### config.mk
export PLATFORM = sky130hd
export DESIGN_NAME = bounded_array_list_engine_unit
export DESIGN_NICKNAME = d
export VERILOG_FILES = /design/src/design/balist_pkg.sv /design/src/design/balist_cell.sv /design/src/design/bounded_array_list_engine_unit.sv
export SDC_FILE = /design/constraint.sdc
export NUM_CORES = 2
export LEC_CHECK = 0
export ABC_CLOCK_PERIOD_IN_PS = 8039
export BUFFER_PORTS_ARGS = -buffer_cell sky130_fd_sc_hd__buf_2
export CELL_PAD_IN_SITES_DETAIL_PLACEMENT = 1
export CELL_PAD_IN_SITES_GLOBAL_PLACEMENT = 1
export CORE_MARGIN = 2
export CORE_UTILIZATION = 50
export DETAILED_ROUTE_END_ITERATION = 6
export PLACE_DENSITY = 0.83
export RECOVER_POWER = 50
export SLEW_MARGIN = 0
export SYNTH_ARGS = -nofsm -noshare
export SYNTH_HDL_FRONTEND = slang
export SYNTH_HIERARCHICAL = 1
export SYNTH_SLANG_ARGS = --single-unit
### constraint.sdc
create_clock -name clock -period 8.04 [get_ports clock]
set_input_delay 1.608 -clock clock [delete_from_list [all_inputs] [get_ports clock]]
set_output_delay 1.608 -clock clock [all_outputs]
set_load 0.01 [all_outputs]
### src/design/balist_pkg.sv
// Shared types and constants for the bounded array list engine.
// No dependencies; imported by balist_cell and bounded_array_list_engine_unit.
`default_nettype none

package balist_pkg;

   localparam int DEPTH      = 16;
   localparam int DATA_WIDTH = 32;
   localparam int IDX_W      = $clog2(DEPTH);
   localparam int CNT_W      = $clog2(DEPTH + 1);

   typedef enum logic [1:0] {
      OP_APPEND = 2'd0,
      OP_INSERT = 2'd1,
      OP_DELETE = 2'd2,
      OP_SEARCH = 2'd3
   } op_code_type;

   typedef enum logic [1:0] {
      ST_OK    = 2'd0,
      ST_FULL  = 2'd1,
      ST_RANGE = 2'd2
   } status_code_type;

   typedef struct packed {
      op_code_type             req_type;
      logic [3:0]              position;
      logic signed [31:0]      item_value;
      logic signed [31:0]      search_key;
   } req_payload_type;

   typedef struct packed {
      status_code_type         status;
      logic                    found;
      logic [3:0]              found_position;
      logic [4:0]              entry_count;
   } rsp_payload_type;

   // broadcast to every cell of the chain
   typedef struct packed {
      op_code_type             op;
      logic [IDX_W-1:0]        pos;
      logic [CNT_W-1:0]        count;
      logic                    update;
   } cell_ctl_type;

endpackage

`default_nettype wire

### src/design/balist_cell.sv
// One list entry: holds a word, shifts from its neighbors on insert/delete,
// compares against the search key. Depends on balist_pkg.
`default_nettype none

module balist_cell
   import balist_pkg::*;
(
   input  wire logic                  clock,
   input  wire logic [IDX_W-1:0]      cell_index,
   input  wire cell_ctl_type          ctl,
   input  wire logic [DATA_WIDTH-1:0] item,
   input  wire logic [DATA_WIDTH-1:0] key,
   input  wire logic [DATA_WIDTH-1:0] left_entry,
   input  wire logic [DATA_WIDTH-1:0] right_entry,
   output logic      [DATA_WIDTH-1:0] entry,
   output logic                       match
);

   logic [DATA_WIDTH-1:0] entry_ff, entry_in;
   logic [CNT_W-1:0]      idx;
   logic [CNT_W-1:0]      idx_next;
   logic [CNT_W-1:0]      pos_ext;

   assign idx      = CNT_W'(cell_index);
   assign idx_next = idx + CNT_W'(1);
   assign pos_ext  = CNT_W'(ctl.pos);

   always_comb begin
      entry_in = entry_ff;
      if (ctl.update) begin
         case (ctl.op)
            OP_APPEND: begin
               if (idx == ctl.count) entry_in = item;
            end
            OP_INSERT: begin
               if (idx == pos_ext) entry_in = item;
               else if (idx > pos_ext && idx <= ctl.count) entry_in = left_entry;
            end
            OP_DELETE: begin
               if (idx >= pos_ext && idx_next < ctl.count) entry_in = right_entry;
            end
            default: entry_in = entry_ff;
         endcase
      end
   end

   always_ff @(posedge clock) begin
      entry_ff <= entry_in;
   end

   assign entry = entry_ff;
   assign match = (idx < ctl.count) && (entry_ff == key);

endmodule

`default_nettype wire

### src/design/bounded_array_list_engine_unit.sv
// Bounded array list engine: one transaction is accepted, the cell chain updates
// in that cycle, the response is built from the registered match flags in the
// match stage and then registered in the response register.
// A new transaction is taken only once the match stage has passed the last one on;
// the match stage holds while a response waits on rsp_ready.
// Reset: entry count 0, capacity 16; entry contents undefined until written.
// Depends on balist_pkg and balist_cell.
`default_nettype none

module bounded_array_list_engine_unit
   import balist_pkg::*;
(
   input  wire logic            clock,
   input  wire logic            reset,
   input  wire logic            req_valid,
   output logic                 req_ready,
   input  wire req_payload_type req_payload,
   output logic                 rsp_valid,
   input  wire logic            rsp_ready,
   output rsp_payload_type      rsp_payload,
   input  wire logic            csr_valid,
   output logic                 csr_ready,
   input  wire logic [4:0]      csr_data
);

   logic [4:0]              capacity_ff, capacity_in;
   logic [CNT_W-1:0]        count_ff, count_in;
   logic                    mid_valid_ff, mid_valid_in;
   logic                    mid_search_ff, mid_search_in;
   status_code_type         mid_status_ff, mid_status_in;
   logic [CNT_W-1:0]        mid_count_ff, mid_count_in;
   logic [DEPTH-1:0]        match_ff;
   logic                    rsp_valid_ff, rsp_valid_in;
   rsp_payload_type         rsp_ff, rsp_in;

   logic [CNT_W-1:0]        limit;
   logic                    full;
   logic [CNT_W-1:0]        pos_ext;
   logic                    req_fire;
   logic                    mid_move;
   status_code_type         status_now;
   logic                    do_update;
   cell_ctl_type            ctl;
   logic [DATA_WIDTH-1:0]   entry_bus [DEPTH];
   logic [DEPTH-1:0]        match_bus;
   logic                    hit;
   logic [IDX_W-1:0]        hit_pos;

   assign csr_ready = 1'b1;
   assign req_ready = !mid_valid_ff;
   assign req_fire  = req_valid && req_ready;
   assign mid_move  = mid_valid_ff && (!rsp_valid_ff || rsp_ready);

   assign limit   = (capacity_ff > 5'(DEPTH)) ? CNT_W'(DEPTH) : CNT_W'(capacity_ff);
   assign full    = count_ff >= limit;
   assign pos_ext = CNT_W'(req_payload.position);

   always_comb begin
      status_now = ST_OK;
      do_update  = 1'b0;
      count_in   = count_ff;
      unique case (req_payload.req_type)
         OP_APPEND: begin
            if (full) status_now = ST_FULL;
            else do_update = 1'b1;
         end
         OP_INSERT: begin
            if (full) status_now = ST_FULL;
            else if (pos_ext > count_ff) status_now = ST_RANGE;
            else do_update = 1'b1;
         end
         OP_DELETE: begin
            if (pos_ext >= count_ff) status_now = ST_RANGE;
            else do_update = 1'b1;
         end
         OP_SEARCH: status_now = ST_OK;
         default:   status_now = ST_OK;
      endcase
      if (req_fire && do_update) begin
         if (req_payload.req_type == OP_DELETE) count_in = count_ff - CNT_W'(1);
         else count_in = count_ff + CNT_W'(1);
      end
   end

   assign ctl.op     = req_payload.req_type;
   assign ctl.pos    = IDX_W'(req_payload.position);
   assign ctl.count  = count_ff;
   assign ctl.update = req_fire && do_update;

   for (genvar g = 0; g < DEPTH; g++) begin : g_cell
      logic [DATA_WIDTH-1:0] left_w, right_w;
      if (g == 0) begin : g_first
         assign left_w = '0;
      end else begin : g_left
         assign left_w = entry_bus[g-1];
      end
      if (g == DEPTH - 1) begin : g_last
         assign right_w = '0;
      end else begin : g_right
         assign right_w = entry_bus[g+1];
      end
      balist_cell u_cell (
         .clock       (clock),
         .cell_index  (IDX_W'(g)),
         .ctl         (ctl),
         .item        (DATA_WIDTH'(req_payload.item_value)),
         .key         (DATA_WIDTH'(req_payload.search_key)),
         .left_entry  (left_w),
         .right_entry (right_w),
         .entry       (entry_bus[g]),
         .match       (match_bus[g])
      );
   end

   always_comb begin
      hit     = |match_ff;
      hit_pos = '0;
      for (int i = DEPTH - 1; i >= 0; i--) begin
         if (match_ff[i]) hit_pos = IDX_W'(i);
      end
   end

   always_comb begin
      capacity_in   = csr_valid ? csr_data : capacity_ff;
      mid_valid_in  = req_fire ? 1'b1 : (mid_move ? 1'b0 : mid_valid_ff);
      mid_search_in = req_fire ? (req_payload.req_type == OP_SEARCH) : mid_search_ff;
      mid_status_in = req_fire ? status_now : mid_status_ff;
      mid_count_in  = req_fire ? count_in : mid_count_ff;
      rsp_valid_in  = mid_move ? 1'b1 : ((rsp_valid_ff && rsp_ready) ? 1'b0 : rsp_valid_ff);
      rsp_in        = rsp_ff;
      if (mid_move) begin
         rsp_in.status         = mid_status_ff;
         rsp_in.found          = mid_search_ff && hit;
         rsp_in.found_position = (mid_search_ff && hit) ? 4'(hit_pos) : 4'd0;
         rsp_in.entry_count    = 5'(mid_count_ff);
      end
   end

   always_ff @(posedge clock) begin
      if (reset) begin
         capacity_ff  <= 5'(DEPTH);
         count_ff     <= '0;
         mid_valid_ff <= 1'b0;
         rsp_valid_ff <= 1'b0;
      end else begin
         capacity_ff  <= capacity_in;
         count_ff     <= count_in;
         mid_valid_ff <= mid_valid_in;
         rsp_valid_ff <= rsp_valid_in;
      end
      mid_search_ff <= mid_search_in;
      mid_status_ff <= mid_status_in;
      mid_count_ff  <= mid_count_in;
      if (req_fire) match_ff <= match_bus;
      rsp_ff <= rsp_in;
   end

   assign rsp_valid   = rsp_valid_ff;
   assign rsp_payload = rsp_ff;

   a_count_bound: assert property (@(posedge clock) disable iff (reset)
      count_ff <= CNT_W'(DEPTH))
      else $error("entry count exceeds depth");

   a_count_step: assert property (@(posedge clock) disable iff (reset)
      mid_valid_ff |=> (count_ff == $past(count_ff)))
      else $error("count changed while transaction in flight");

   a_mid_drain: assert property (@(posedge clock) disable iff (reset)
      mid_move |=> (rsp_valid_ff && !mid_valid_ff))
      else $error("match stage did not drain into response");

   a_found_ok: assert property (@(posedge clock) disable iff (reset)
      (rsp_valid_ff && rsp_ff.found) |-> (rsp_ff.status == ST_OK))
      else $error("found flag with non-ok status");

   a_count_match: assert property (@(posedge clock) disable iff (reset)
      mid_move |-> (mid_count_ff == count_ff))
      else $error("response count differs from list count");

endmodule

`default_nettype wire

==> impl_summary.md <==
Run status
The flow ran to the end, but the final reports show violations. The final reports fail on max-capacitance violations, max-slew violations.

Synthesis
During synthesis, Yosys emitted a total of 6 warnings. The synthesized design spends more area on one cell type than any other, namely edfxtp_1. Among all flip-flop cells after synthesis, the most frequent one is edfxtp_1.

After synthesis, the share of flip-flops with an asynchronous set or reset is 0. Synthesis instantiated 58 different standard cells from the library. Dividing the synthesized area by the synthesized cell count gives 10.9 sq um.

The top-area cell type share of the netlist area is 0.365. After synthesis the cells add up to 45,100 sq um. The number of register bits inferred by synthesis is 560. Of the synthesized area, sequential elements account for 0.370. The number of synthesized flops with an enable pin is 548. The number of standard cells after synthesis is 4,156. Sorting the synthesized cells by area gives the leading types as edfxtp_1 (36%), a221o_1 (11%), xor2_1 (10%).

Finish
Once layout is complete, the utilization of the core stands at 0.548. At the end of the flow, the number of nets in the layout was 4,773. The area added between synthesis and finish is 9.01%.

The post-layout instance area is 49,200 sq um. The layout has 9,758 filler cells. Of the cells placed in the final design, the portion with a size suffix greater than 1 is 0.0682. In the final layout, the multi-input gates occupy 27,300 sq um. The storage element area is 16,700 sq um.

Die
The die area is 92,700 sq um. In this run the core area contains 110 standard-cell rows. The I/O pin count is 95.

The floorplan step set the die height to 304 um. For this configuration, the core starts out at a cell density of 0.503. The core region is 89,700 sq um. The floorplan step set the die width to 304 um.

Route
In this run, the number of DRC markers left after iteration 0 of detailed routing was 2,924. The routed wire length is 145 mm. The routed via count divided by cell count is 6.45.

In this run the remaining antenna-violating nets after routing total 0. The remaining design rule violation count is 0. The final routed wire length divided by cell count is 25.7 um. The first-pass iteration count of the detailed router is 5. The detailed router placed 36,300 vias in this run.

Job
The number of max-capacitance violations reported is 12.

Placement
The cell area after placement is 47,100 sq um. Input and output buffers added on the ports amount to 93. Detailed placement ended at an HPWL of 110 mm. The final weighted congestion of routability-driven global placement is 0.850.

Timing
The minimum clock period after layout is 6.16 ns. The maximum clock frequency is 162 MHz. The relative slew slack is -0.594. The final count of hold timing violations came to 0. The tightest hold margin is 0.420 ns. At the pin with the least slew margin, the transition time is 2.39 ns. The count of final max-slew check failures is 365.

In the finished design, the share of the clock period the worst path needs comes to 0.766. Setup violations remaining at the end of the flow were counted as 0. For the final database, setup skew stands at 0.0376 ns.

Setup repair after global routing left no endpoint under its margin. The total negative slack for setup checks is 0 ns.

Global route
For this run, the total global-route usage over all layers was measured as 0.305. The total overflow left after global routing is 0. The number of global-route vias before repair is 37,500. Entering global routing, the biggest net connects 52 pins. The wire length of the first global-routing pass is 222 mm. The number of antenna violations at the first check in global routing is 27.

Power and ir drop
The power per unit of standard cell area is 173 nW/um^2. The leakage power is 19.6 nW. Across the VDD grid, the largest voltage drop is 0.118 mV. The total power is 8.51 mW.

Worst hold path
The class of the tightest hold or removal check is flop to flop.

Clock network
After clock tree synthesis, the clock-pin slew on the worst setup and hold paths is 0.07 ns. Post-CTS repair changed the size of 0 cells. The total CTS buffers is 67. Once the clock tree was built, the setup fixing pass inserted 0 buffers. The clock tree root buffer cell is clkbuf_16. The number of clock sinks seen by CTS is 560. TritonCTS built the clock tree. The post-cts hold buffer count is 0. The clock network latency to the later pin of the worst-skew pair is 0.63 ns. The maximum count of clock buffers along a single path is 3. The clock tree synthesis step divided the H-tree into 3 levels.

Critical path
The critical path is of the primary input to flop type. STA puts the critical path data required time at 8.51 ns. The arrival time of data at the critical path endpoint is 6.63 ns. STA classifies the critical path startpoint as a primary input. The largest fanout on the critical path is 35.

The worst setup path is captured at a flop.
-- kinds of logic (layout without fill, tap and decap cells) --
family,count (synthesis),after routing,share of synthesized area
XOR/XNOR,548,548,0.106
adder cells (fa/ha/maj),301,301,0.0836
AND/OR/NAND/NOR,977,977,0.134
AO/OA/AOI/OAI,1233,1233,0.246
buffers and inverters,529,478,0.0584
multiplexers,6,6,0.00144
other,2,357,0.000166
flip-flops,560,560,0.370
-- through the flow --
| step | setup slack, ns | std cells |
|---|---|---|
| floorplan | 1.29 | 4491 |
| detailed placement | 2.89 | 5498 |
| global route | 1.62 | 5635 |
| finish | 1.88 | 5636 |
| CTS | 3.53 | 5615 |
| global placement | 3.08 | 5498 |
-- registers in the layout, summed over array words and instances, names as in the netlist --
register and cells:
capacity_ff 5, count_ff 5, g_cell.u_cell/entry 512, match_ff 16, mid_count_ff 5, mid_search_ff 1, mid_status_ff 2, mid_valid_ff 1
rsp_payload 12, rsp_valid 1
-- synthesized netlist by cell type, drive strengths merged (11+ instances only) --
cell     instances
xor2           529
nor3            20
edfxtp         548
a32o            16
and2            36
ha             300
o2111ai         22
a22o           512
and3            35
a221oi          17
a211oi          11
a21oi           67
a21o            43
nor4           130
nand3           49
dfxtp           12
and4            16
nand2           55
clkbuf         163
o221ai          15
nor2            29
buf            144
nor2b          516
a221o          506
nand2b          25
o21ai           14
nand4           49
xnor2           19
inv            222
-- critical path, stage by stage --
cell,delay (ns)
clkbuf_1,1.21
clkbuf_1,1.04
inv_1,0.17
ha_1,0.34
buf_4,0.37
and2_0,0.20
clkbuf_1,1.20
a221o_1,0.43
-- final cells by class --
type	count	share of cell area
clock inverter	28	0.00437
tap	1176	0.0299
inverter	222	0.0170
timing repair buffer	139	0.0156
multi-input combinational	3402	0.555
antenna	20	0.00102
sequential	560	0.339
clock buffer	89	0.0376
-- metal layers --
metal | vias up | global-route usage | routed length [um]
li1 | 16400 | - | -
met5 | - | 0 | 13
met4 | 2 | 0.143 | 7010
met3 | 272 | 0.0380 | 8460
met2 | 1281 | 0.532 | 71200
met1 | 18400 | 0.375 | 58300
-- cell usage in the layout, fill, tap and decap left out, types with 19 or more instances in the layout --
| cell | n |
|---|---|
| nor2b_1 | 516 |
| nand4_1 | 34 |
| conb_1 | 337 |
| inv_1 | 221 |
| nor4_1 | 130 |
| clkbuf_16 | 69 |
| a22o_1 | 496 |
| nand2_1 | 55 |
| nand3_1 | 49 |
| a221o_1 | 506 |
| and3_1 | 25 |
| xor2_1 | 529 |
| nor2_1 | 29 |
| nand2b_1 | 25 |
| ha_1 | 300 |
| a21oi_1 | 67 |
| a21o_1 | 34 |
| diode_2 | 20 |
| xnor2_1 | 19 |
| nor3_1 | 20 |
| and2_0 | 19 |
| clkbuf_1 | 39 |
| buf_2 | 75 |
| edfxtp_1 | 548 |
| buf_4 | 40 |
| o2111ai_1 | 22 |
-- power by group --
part	switching (mW)	internal [mW]
sequential	0.120	3.40
clock	1.25	1.71
combinational	1.20	0.818
-- final timing paths --
check                                end  slack (ns)  cells after the start             start
min reg2reg              rsp_payload[11]        0.42                      0  mid_status_ff[1]
max          g_cell[14].u_cell/entry[12]        1.88                      8   req_payload[69]
min                      rsp_payload[11]        0.42                      0  mid_status_ff[1]
max reg2reg   g_cell[14].u_cell/entry[7]        3.78                     11       count_ff[3]
Note: power is estimated with default switching activity, not from simulation.
